### src/hw/rtl/cmvd_pkg.sv
// ----------------------------------------------------------------------------
// cmvd_pkg
// shared types and constants for the chunk metadata varint delta decoder
// ----------------------------------------------------------------------------
package cmvd_pkg;

  localparam int MAX_VARINT_BYTES = 10;
  localparam int VB_W             = 4;
  localparam int WORD_W           = 64;

  typedef enum logic [2:0] {
    PH_LEN   = 3'd0,
    PH_COUNT = 3'd1,
    PH_TIME  = 3'd2,
    PH_SPAN  = 3'd3,
    PH_REF   = 3'd4,
    PH_IDLE  = 3'd5
  } phase_t;

  typedef enum logic [1:0] {
    ST_META  = 2'd0,
    ST_EMPTY = 2'd1,
    ST_ERROR = 2'd2
  } status_t;

  typedef struct packed {
    status_t                   status;
    logic [WORD_W-1:0]         chunk_ref;
    logic signed [WORD_W-1:0]  min_time;
    logic signed [WORD_W-1:0]  max_time;
    logic                      last_chunk;
  } result_t;

endpackage

### src/hw/rtl/cmvd_in_reg.sv
// ----------------------------------------------------------------------------
// cmvd_in_reg
// input register: holds one byte word until the parser can take it
// ----------------------------------------------------------------------------
module cmvd_in_reg (
  input  logic       clk,
  input  logic       rst,
  input  logic       in_valid,
  input  logic [7:0] data_byte,
  input  logic       entry_start,
  input  logic       down_ready,
  output logic       in_stall,
  output logic       held_valid,
  output logic [7:0] held_byte,
  output logic       held_start
);

  // stall only while a held word cannot move on
  assign in_stall = held_valid & ~down_ready;

  always_ff @(posedge clk) begin
    if (rst) begin
      held_valid <= 1'b0;
    end else if (!in_stall) begin
      held_valid <= in_valid;
    end
  end

  always_ff @(posedge clk) begin
    if (!in_stall && in_valid) begin
      held_byte  <= data_byte;
      held_start <= entry_start;
    end
  end

endmodule

### src/hw/rtl/cmvd_parser.sv
// ----------------------------------------------------------------------------
// cmvd_parser
// varint accumulator, entry state and delta sums; one byte per fire
// ----------------------------------------------------------------------------
module cmvd_parser (
  input  logic              clk,
  input  logic              rst,
  input  logic              fire,
  input  logic [7:0]        data_byte,
  input  logic              entry_start,
  output logic              res_valid,
  output cmvd_pkg::result_t res
);
  import cmvd_pkg::*;

  phase_t             phase, phase_next;
  logic [WORD_W-1:0]  varint_accum, varint_accum_next;
  logic [VB_W-1:0]    varint_bytes, varint_bytes_next;
  logic [WORD_W-1:0]  bytes_left, bytes_left_next;
  logic [WORD_W-1:0]  chunks_left, chunks_left_next;
  logic [WORD_W-1:0]  prev_time, prev_time_next;
  logic [WORD_W-1:0]  prev_max, prev_max_next;
  logic [WORD_W-1:0]  prev_ref, prev_ref_next;
  logic               is_first_chunk, is_first_chunk_next;

  phase_t             e_phase;
  logic [WORD_W-1:0]  e_accum;
  logic [VB_W-1:0]    e_vb;
  logic [WORD_W-1:0]  e_left;
  logic [WORD_W-1:0]  e_chunks;
  logic [WORD_W-1:0]  e_time;
  logic [WORD_W-1:0]  e_max;
  logic [WORD_W-1:0]  e_ref;
  logic               e_first;
  logic [6:0]         shamt;
  logic [WORD_W-1:0]  acc_or;
  logic [VB_W-1:0]    vb_inc;
  logic               fail;
  logic [WORD_W-1:0]  ref_new;

  function automatic logic [WORD_W-1:0] unzigzag(input logic [WORD_W-1:0] u);
    unzigzag = (u >> 1) ^ {WORD_W{u[0]}};
  endfunction

  always_ff @(posedge clk) begin
    if (rst) begin
      phase          <= PH_LEN;
      varint_accum   <= '0;
      varint_bytes   <= '0;
      bytes_left     <= '0;
      chunks_left    <= '0;
      prev_time      <= '0;
      prev_max       <= '0;
      prev_ref       <= '0;
      is_first_chunk <= 1'b1;
    end else begin
      phase          <= phase_next;
      varint_accum   <= varint_accum_next;
      varint_bytes   <= varint_bytes_next;
      bytes_left     <= bytes_left_next;
      chunks_left    <= chunks_left_next;
      prev_time      <= prev_time_next;
      prev_max       <= prev_max_next;
      prev_ref       <= prev_ref_next;
      is_first_chunk <= is_first_chunk_next;
    end
  end

  always_comb begin
    // a start byte sees a freshly cleared entry
    if (entry_start) begin
      e_phase  = PH_LEN;
      e_accum  = '0;
      e_vb     = '0;
      e_left   = '0;
      e_chunks = '0;
      e_time   = '0;
      e_max    = '0;
      e_ref    = '0;
      e_first  = 1'b1;
    end else begin
      e_phase  = phase;
      e_accum  = varint_accum;
      e_vb     = varint_bytes;
      e_left   = bytes_left;
      e_chunks = chunks_left;
      e_time   = prev_time;
      e_max    = prev_max;
      e_ref    = prev_ref;
      e_first  = is_first_chunk;
    end

    shamt   = 7'(e_vb) * 7'd7;
    acc_or  = e_accum | ({{(WORD_W-7){1'b0}}, data_byte[6:0]} << shamt);
    vb_inc  = e_vb + VB_W'(1);
    ref_new = e_first ? acc_or : (e_ref + unzigzag(acc_or));
    fail    = 1'b0;

    phase_next          = phase;
    varint_accum_next   = varint_accum;
    varint_bytes_next   = varint_bytes;
    bytes_left_next     = bytes_left;
    chunks_left_next    = chunks_left;
    prev_time_next      = prev_time;
    prev_max_next       = prev_max;
    prev_ref_next       = prev_ref;
    is_first_chunk_next = is_first_chunk;

    res_valid = 1'b0;
    res       = '0;

    if (fire) begin
      phase_next          = e_phase;
      varint_accum_next   = e_accum;
      varint_bytes_next   = e_vb;
      bytes_left_next     = e_left;
      chunks_left_next    = e_chunks;
      prev_time_next      = e_time;
      prev_max_next       = e_max;
      prev_ref_next       = e_ref;
      is_first_chunk_next = e_first;

      if (e_phase != PH_IDLE) begin
        if (e_phase != PH_LEN && e_left == '0) begin
          fail = 1'b1;
        end else begin
          // the length varint does not count against the length
          if (e_phase != PH_LEN) begin
            bytes_left_next = e_left - WORD_W'(1);
          end
          if (e_vb >= VB_W'(MAX_VARINT_BYTES)) begin
            fail = 1'b1;
          end else if (data_byte[7]) begin
            if (vb_inc >= VB_W'(MAX_VARINT_BYTES)) begin
              fail = 1'b1;
            end else begin
              varint_accum_next = acc_or;
              varint_bytes_next = vb_inc;
            end
          end else begin
            varint_accum_next = '0;
            varint_bytes_next = '0;
            unique case (e_phase)
              PH_LEN: begin
                bytes_left_next = acc_or;
                phase_next      = PH_COUNT;
              end
              PH_COUNT: begin
                if (acc_or == '0) begin
                  phase_next = PH_IDLE;
                  res_valid  = 1'b1;
                  res.status = ST_EMPTY;
                end else begin
                  chunks_left_next = acc_or;
                  phase_next       = PH_TIME;
                end
              end
              PH_TIME: begin
                // later chunks: gap counted from previous max time
                prev_time_next = e_first ? unzigzag(acc_or) : (e_max + acc_or);
                phase_next     = PH_SPAN;
              end
              PH_SPAN: begin
                prev_max_next = e_time + acc_or;
                phase_next    = PH_REF;
              end
              PH_REF: begin
                prev_ref_next       = ref_new;
                is_first_chunk_next = 1'b0;
                chunks_left_next    = e_chunks - WORD_W'(1);
                phase_next          = (e_chunks == WORD_W'(1)) ? PH_IDLE : PH_TIME;
                res_valid           = 1'b1;
                res.status          = ST_META;
                res.chunk_ref       = ref_new;
                res.min_time        = e_time;
                res.max_time        = e_max;
                res.last_chunk      = (e_chunks == WORD_W'(1));
              end
              default: begin
                phase_next = e_phase;
              end
            endcase
          end
        end
      end

      if (fail) begin
        phase_next        = PH_IDLE;
        varint_accum_next = '0;
        varint_bytes_next = '0;
        res_valid         = 1'b1;
        res               = '0;
        res.status        = ST_ERROR;
      end
    end
  end

`ifndef SYNTHESIS
  a_last_goes_idle: assert property (@(posedge clk) disable iff (rst)
    (fire && res_valid && res.status == ST_META && res.last_chunk) |=> (phase == PH_IDLE))
    else $error("parser not idle after last chunk");

  a_error_goes_idle: assert property (@(posedge clk) disable iff (rst)
    (fire && res_valid && res.status == ST_ERROR) |=>
      (phase == PH_IDLE && varint_bytes == '0))
    else $error("parser not idle after decode error");

  a_chunks_pending: assert property (@(posedge clk) disable iff (rst)
    (phase == PH_TIME || phase == PH_SPAN || phase == PH_REF) |-> (chunks_left != '0))
    else $error("chunk phase with no chunks left");

  a_no_result_idle: assert property (@(posedge clk) disable iff (rst)
    (fire && !entry_start && phase == PH_IDLE) |-> !res_valid)
    else $error("result produced while idle");
`endif

endmodule

### src/hw/rtl/cmvd_out_reg.sv
// ----------------------------------------------------------------------------
// cmvd_out_reg
// result register: holds one result word until the receiver takes it
// ----------------------------------------------------------------------------
module cmvd_out_reg (
  input  logic              clk,
  input  logic              rst,
  input  logic              load,
  input  cmvd_pkg::result_t res,
  input  logic              out_stall,
  output logic              ready,
  output logic              out_valid,
  output cmvd_pkg::result_t held
);
  import cmvd_pkg::*;

  assign ready = ~out_valid | ~out_stall;

  always_ff @(posedge clk) begin
    if (rst) begin
      out_valid <= 1'b0;
    end else if (ready) begin
      out_valid <= load;
    end
  end

  always_ff @(posedge clk) begin
    if (ready && load) begin
      held <= res;
    end
  end

endmodule

### src/hw/rtl/chunk_meta_varint_delta_decoder_top.sv
// ----------------------------------------------------------------------------
// chunk_meta_varint_delta_decoder_top
// decodes the chunk metadata of one series entry from a byte stream
// ----------------------------------------------------------------------------
// input channel: one byte word per accepted cycle (in_valid high, in_stall
// low), entry_start marks the first byte of a new entry and clears the
// parser. the entry is a LEB128 length, a chunk count, then time, span and
// reference varints per chunk.
// output channel: status, chunk_ref, min_time, max_time and last_chunk are
// taken when out_valid is high and out_stall is low. status gives chunk
// meta, empty series or decode error; only chunk meta carries nonzero fields.
// throughput: one byte per cycle while the result register is not stalled; the parser is a single
// registered pass between the input register and the result register.
// path: a byte passes the input register and the parser, and its result is
// loaded into the result register, which drives out_valid. only a byte that
// ends a zero count or a reference varint, or fails, gives a result word.
// reset: rst (synchronous) clears the parser to wait for a length and
// empties both registers. a stalled result holds; the input register takes
// at most one more byte, then in_stall stays high until the result is taken.
// ----------------------------------------------------------------------------
module chunk_meta_varint_delta_decoder_top (
  input  logic        clk,
  input  logic        rst,
  input  logic        in_valid,
  output logic        in_stall,
  input  logic [7:0]  data_byte,
  input  logic        entry_start,
  output logic        out_valid,
  input  logic        out_stall,
  output logic [1:0]  status,
  output logic [63:0] chunk_ref,
  output logic signed [63:0] min_time,
  output logic signed [63:0] max_time,
  output logic        last_chunk
);
  import cmvd_pkg::*;

  logic       down_ready;
  logic       held_valid;
  logic [7:0] held_byte;
  logic       held_start;
  logic       fire;
  logic       res_valid;
  result_t    res;
  result_t    out_res;

  cmvd_in_reg u_in_reg (
    .clk        (clk),
    .rst        (rst),
    .in_valid   (in_valid),
    .data_byte  (data_byte),
    .entry_start(entry_start),
    .down_ready (down_ready),
    .in_stall   (in_stall),
    .held_valid (held_valid),
    .held_byte  (held_byte),
    .held_start (held_start)
  );

  assign fire = held_valid & down_ready;

  cmvd_parser u_parser (
    .clk        (clk),
    .rst        (rst),
    .fire       (fire),
    .data_byte  (held_byte),
    .entry_start(held_start),
    .res_valid  (res_valid),
    .res        (res)
  );

  cmvd_out_reg u_out_reg (
    .clk      (clk),
    .rst      (rst),
    .load     (fire & res_valid),
    .res      (res),
    .out_stall(out_stall),
    .ready    (down_ready),
    .out_valid(out_valid),
    .held     (out_res)
  );

  assign status     = out_res.status;
  assign chunk_ref  = out_res.chunk_ref;
  assign min_time   = out_res.min_time;
  assign max_time   = out_res.max_time;
  assign last_chunk = out_res.last_chunk;

endmodule

### config.mk
export PLATFORM = sky130hd
export DESIGN_NAME = chunk_meta_varint_delta_decoder_top
export DESIGN_NICKNAME = d
export VERILOG_FILES = /design/src/hw/rtl/cmvd_pkg.sv /design/src/hw/rtl/cmvd_in_reg.sv /design/src/hw/rtl/cmvd_parser.sv /design/src/hw/rtl/cmvd_out_reg.sv /design/src/hw/rtl/chunk_meta_varint_delta_decoder_top.sv
export SDC_FILE = /design/constraint.sdc
export NUM_CORES = 2
export LEC_CHECK = 0
export BUFFER_PORTS_ARGS = -buffer_cell sky130_fd_sc_hd__buf_2
export CAP_MARGIN = 40
export CORE_ASPECT_RATIO = 1.5
export CORE_MARGIN = 2
export CORE_UTILIZATION = 45
export CTS_CLUSTER_SIZE = 12
export DETAILED_ROUTE_END_ITERATION = 16
export GPL_TIMING_DRIVEN = 0
export PLACE_DENSITY_LB_ADDON = 0.2
export SKIP_LAST_GASP = 1
export SYNTH_ARGS = -nofsm -noshare
export SYNTH_HDL_FRONTEND = slang
export SYNTH_SLANG_ARGS = --single-unit
### constraint.sdc
create_clock -name clk -period 17.7 [get_ports clk]
set_input_delay 0.885 -clock clk [delete_from_list [all_inputs] [get_ports clk]]
set_output_delay 0.885 -clock clk [all_outputs]
set_load 0.01 [all_outputs]
; Word-level counts from Yosys, hierarchy flattened
; Index checks and enable logic that the tools add are counted.
[totals]
elab_cells = 143
output_inout_bits = 197
reg_bits = 598
[classes]
mul = 1
eq_ne = 6
bitwise_logic = 13
magnitude_cmp = 2
reduce_logical = 10
add_sub_neg = 6
n_mux = 85
shifts = 1
[ops]
columns = cell, n
row1 = $mux W64, 40
row2 = $mux W195, 5
row3 = $mux W193, 1
row4 = $add A64 B64 Y64, 3
row5 = $logic_not A64 Y1, 2
row6 = $pmux W64 S2, 1
row7 = $sub A64 B1 Y64 const B, 2
row8 = $eq A64 B1 Y1 const B, 1
row9 = $or A64 B64 Y64, 1
row10 = $shl A7 B7 Y64, 1
row11 = $xor A63 B64 Y64, 1
row12 = $mux W4, 7
row13 = $mux W3, 8
row14 = $mux W1, 21
row15 = $pmux W3 S5, 1
row16 = $reduce_or A7 Y1, 2
row17 = $ge A4 B4 Y1 const B, 2
row18 = $mul A4 B3 Y7 const B, 1
row19 = $not A1 Y1, 7
row20 = $eq A3 B2 Y1 const B, 2
row21 = $add A4 B1 Y4 const B, 1
row22 = $and A1 B1 Y1, 3
row23 = $eq A3 B1 Y1 const B, 1
row24 = $eq A3 B3 Y1 const B, 1
row25 = 7 further kinds, 9

; Depth between registers and ports, before layout
[depth]
ltp_word = 15
ltp_mapped = 26

; Modules after synthesis
; A second synthesis with hierarchy kept.
[hier_totals]
hier_cells = 5534
area_unflattened_um2 = 43797.0
[by_module_without_submodules]
columns = mod, instances, area_per_inst_um2, cells_each
row1 = cmvd_parser, 1, 37569.8, 5319
row2 = cmvd_out_reg, 1, 5894.4, 200
row3 = cmvd_in_reg, 1, 320.3, 13
row4 = chunk_meta_varint_delta_decoder_top, 1, 12.5, 2

; Least setup slack after synthesis
; No wires, ideal clock.
[synth_path]
path_kind = flip-flop to flip-flop
from = register u_in_reg.held_start
to = register u_out_reg.held[0] (netlist bit) (enable)
setup_time_ns = 0.756
arrival_ns = 12.134
path_buffers = 10
path_stages_with_launch = 21
period_less_slack_ns = 12.890
slack_ns = 4.810
t_required_ns = 16.944
path_cell_list = edfxtp_1 buf_2 buf_2 buf_2 clkinv_1 clkbuf_1 clkbuf_1 buf_1 clkbuf_1 nand2_1 ha_1 or3b_2 clkbuf_1 nor4_2 nor4bb_1 clkbuf_1 or2_2 clkbuf_1 a21o_1 nor2_1 nor2_1
[synth_via]
elab_chain_len = 15
elab_cells_between_ends = 33
[synth_lines]
columns = item, line_no
row1 = start: declaration, cmvd_in_reg.sv:15  ; output logic held_start
row2 = start signal: assignment, cmvd_in_reg.sv:32  ; held_start <= entry_start;
row3 = $mux W4, cmvd_parser.sv:71  ; if (entry_start) begin
row4 = $mul A4 B3 Y7, cmvd_parser.sv:93  ; shamt = 7'(e_vb) * 7'd7;
row5 = $shl A7 B7 Y64, cmvd_parser.sv:94  ; acc_or = e_accum | ({{(WORD_W-7){1'b0}}, data_byte[6:0]} << shamt);
row6 = $or A64 B64 Y64, cmvd_parser.sv:94
row7 = $logic_not A64 Y1, cmvd_parser.sv:149  ; if (acc_or == '0) begin
row8 = $mux W1, cmvd_parser.sv:149
row9 = $pmux W1 S2, cmvd_parser.sv:143  ; unique case (e_phase)
row10 = $mux W1, cmvd_parser.sv:133  ; end else if (data_byte[7]) begin
row11 = $mux W1, cmvd_parser.sv:131  ; if (e_vb >= VB_W'(MAX_VARINT_BYTES)) begin
row12 = $mux W1, cmvd_parser.sv:124  ; if (e_phase != PH_LEN && e_left == '0) begin
row13 = $mux W1, cmvd_parser.sv:123  ; if (e_phase != PH_IDLE) begin
row14 = $mux W1 (*), cmvd_parser.sv:187  ; if (fail) begin
row15 = $mux W1 (*), cmvd_parser.sv:112  ; if (fire) begin
row16 = $and A1 B1 Y1 (*), chunk_meta_varint_delta_decoder_top.sv:75  ; .load (fire & res_valid),
row17 = $logic_and A1 B1 Y1 (*), cmvd_out_reg.sv:28  ; if (ready && load) begin
row18 = end signal: assignment, cmvd_out_reg.sv:29  ; held <= res;
row19 = end: declaration, cmvd_out_reg.sv:13  ; output cmvd_pkg::result_t held
; Every way passes the cells marked *; elsewhere a longest branch is shown, timed or not. The select of a mux whose other input is x is not followed.
; A chain may end at the register's enable or synchronous reset.

; Worst setup path after layout
[layout_path]
from = register u_in_reg.held_start
to = register u_out_reg.held[192] (netlist bit), data pin
[layout_via]
elab_chain_len = 10
elab_cells_between_ends = 29
[layout_lines]
columns = item
row1 = branches (longest 10 deep; another with $add A64 B64 Y64)
; Parallel ways; which one is timed is not known. The select of a mux whose other input is x is not followed.

==> results.md <==
* Fin. Hold Viols at 0
* Clk_lat worst skew at ~0.71 ns
* Syn nets at about 5,400
* Proportion of layout cells with a drive suffix above 1 at 0.101
* Root buffer selected by CTS: clkbuf_16
* Buf/Inv on CP at 15
* Cell area power density at between 70 and 80 mW/mm2
* DRT Pass-1 Iters at 9
* Post-route DRC at 0
* Slew of the pin with the lowest slew margin at 1.21 ns
* Sw frac at 0.313
* Seq/Total Area, Yosys at 0.337
* Unique cell type count in the Yosys netlist at 86
* Routed WL at 230,000 um
* Via count at between 40,000 and 50,000
* Die Wd at roughly 250 um
* Internal Power at ~2.4 mW
* Vias/cell at 6.73
* Synth async-reset ratio at 0
* Crit-path leading delay family: buffers and inverters
* Layout Skew at about 0.038 ns
* Period minus WS final at 11.15 ns
* Syn Area/Cell at around 8 um2
* Status: completed
* Critical path class: reg -> reg
* Top-count cell post-synth: nor2_1
* Register bit total from synthesis at ~600
* P&R area growth vs syn at 16.5%
* Clock sink count at roughly 600
* Global-route wire length before repair at approximately 320,000 um
* Vias in the first global route at between 40,000 and 50,000
* Final Max Tran Viols at 0
* Post-layout net count at 5,906
* # H-tree levels at 3
* Die H at 376 um
* HPWL after detailed placement at about 180,000 um
* Grt ovf at 0
* WL per Instance at between 30 and 40 um
* CTS tree: yes
* Synth Cell Area at slightly above 0.04 mm2
* Leak Pwr at approximately 19 nW
* Fmax at about 90 MHz
* Buffers on Ports at around 210
* Syn Inst Count at between 5,000 and 6,000
* Row count at 136
* Initial antenna violation count at 24
* Tot Pwr at roughly 3.4 mW
* Sequential Power Share at 0.420
* Synth top cells by count: 547 x nor2_1, 512 x a21oi_1, 394 x dfxtp_1
* Combinational share of power at 0.164
* Clk pin slew, worst setup/hold paths at 0.06 ns
* Relative slew margins at 0.193
* Total GRT Usage at 0.475
* Largest net degree at the start of global routing at 35
* Hold Path Class: in -> reg
* CP max stage cell: a2111oi_0
* Final TNS setup at 0 ns
* Starting Density at 0.454
* Clock Tree Buf Depth at 3
* CP Max Fanout at 12
* Worst VDD drop at about 0.000073 V
* P_sw at 1.08 mW
* Post-synth top area share at 0.190
* RSZ-0062 raised after global routing: false
* Required time worst endpoint at about 18 ns
* Setup violation total in the final timing report at 0
* Warnings from Yosys at 0
* Total CTS buffers at 68
* 1st-iter DRT viols at about 6,000
* Worst setup SP type: flop
* CP arrival at between 10 and 15 ns
* Antenna Nets Post-Route at 0
* Post-cts sizing count at 0
* Largest cells by area after synthesis: dfxtp_1 19%, edfxtp_1 15%, a21oi_1 6.2%
* CTS Hold Bufs at 0
* Cell mode on critical path: buf_2
* Die area at 0.0948 mm2
* Ports at 210
* Crit. End Element: flop
* Core area at a little over 0.09 mm2
* GPL Wtd Cong at 1.13
* Max-Cap Viols at 0
* Fin crit share at 0.630
* Prevailing post-synth register cell: dfxtp_1
* Area leader, netlist: dfxtp_1
* Finished Core Util at 0.529
* EDFF count, synth at between 200 and 250
* Setup Buffers After CTS at 0
* Critical Path Max Stage Delay at about 0.86 ns
* Clk pwr share at 0.416
==> placed cells by master, fill, tap and decap left out, types with 48 or more instances in the layout <==
cell / count
nand2_1: 391
clkbuf_16: 70
a21oi_1: 512
buf_8: 58
xnor2_1: 150
xor2_1: 110
nor4_1: 59
dfxtp_1: 394
buf_6: 59
inv_1: 145
a211oi_1: 92
buf_2: 248
edfxtp_1: 204
and3_1: 160
nor2b_1: 218
nor3_1: 129
a22oi_1: 191
o22ai_1: 56
nand4_1: 71
a21o_1: 116
o21bai_1: 62
nor2_1: 544
o21ai_0: 362
a31oi_1: 48
clkbuf_1: 358
nand3_1: 65
ha_1: 194
==> worst register-to-register path, cell delays in order, from the launching register on <==
cell	delay (ns)
edfxtp_1	0.31
buf_2	0.31
buf_2	0.40
buf_2	0.43
buf_2	0.50
buf_2	0.53
clkbuf_1	0.30
buf_6	0.25
clkbuf_2	0.67
clkbuf_2	0.72
clkbuf_1	0.37
clkbuf_1	0.38
buf_6	0.26
clkbuf_1	0.28
buf_8	0.22
nor2b_1	0.08
ha_1	0.36
a211oi_1	0.35
o21ai_0	0.17
a31oi_1	0.40
o221ai_1	0.43
a21oi_1	0.74
o21ai_0	0.50
a221oi_1	0.67
nor4_1	0.12
a2111oi_0	0.86
buf_1	0.22
nor2_1	0.06
==> layer usage <==
layer | vias to the layer above | track usage | part of all wire
met4 | 12 | 0.479 | 0.13
met3 | 1254 | 0.161 | 0.10
met5 | - | 0 | 0.00036
met1 | 21800 | 0.492 | 0.33
li1 | 20300 | - | -
met2 | 3346 | 0.736 | 0.43
==> area by class of cell <==
cell class                      count  area (um2)
Buffer                            396        1540
Multi-Input combinational cell   4094       25500
Clock buffer                       97        1920
Tap cell                         1173        1470
Antenna cell                       22        55.1
Inverter                          147         552
Clock inverter                     24         214
Timing Repair Buffer              391        3120
Fill cell                        9001       43100
Sequential cell                   598       14000
==> worst paths after layout <==
check | depth (start not counted) | startpoint | slack (ns) | end
max | 27 | u_in_reg.held_start | 6.55 | u_out_reg.held[192]
min | 1 | data_byte[7] | 0.35 | u_in_reg.held_byte[7]
max reg2reg | 27 | u_in_reg.held_start | 6.55 | u_out_reg.held[192]
min reg2reg | 2 | u_parser.prev_ref[39] | 0.46 | u_parser.prev_ref[39]
==> power by group through the flow <==
stage | Sequential (mW) | Combinational, mW | Clock [mW]
floorplan | 1.47 | 0.276 | 0
CTS | 1.44 | 0.522 | 1.43
global route | 1.45 | 0.575 | 1.48
detailed placement | 1.47 | 0.520 | 0
global placement | 1.48 | 0.490 | 0
finish | 1.45 | 0.566 | 1.43
==> state kept, by name, indices dropped and copies added, names as in the netlist, 3 cells and up <==
name                   cells
u_parser.bytes_left       64
u_parser.chunks_left      64
u_parser.varint_bytes      4
u_in_reg.held_byte         8
u_parser.varint_accum     64
u_parser.prev_max         64
u_parser.prev_ref         64
u_parser.prev_time        64
u_parser.phase             3
u_out_reg.held           195
==> kinds of logic (layout without fill, tap and decap cells) <==
| logic type | after synthesis | in the layout | share of synthesized area |
|---|---|---|---|
| flip-flops | 598 | 598 | 0.337 |
| adder cells (fa/ha/maj) | 197 | 197 | 0.0599 |
| multiplexers | 6 | 6 | 0.00148 |
| AND/OR/NAND/NOR | 1810 | 1810 | 0.214 |
| buffers and inverters | 543 | 1055 | 0.0501 |
| other | 0 | 22 | 0 |
| AO/OA/AOI/OAI | 1821 | 1821 | 0.282 |
| XOR/XNOR | 260 | 260 | 0.0548 |
==> metrics by stage <==
stage	setup slack [ns]	instances	hold slack [ns]	area, um2
floorplan	4.81	5235	0.417	41500
global placement	-2.66	6616	0.427	44000
detailed placement	7.22	6784	0.434	46100
CTS	7.22	6905	0.356	48200
global route	6.72	6921	0.349	48300
finish	6.55	6942	0.348	48400
Note: power is estimated with default switching activity, not from simulation.
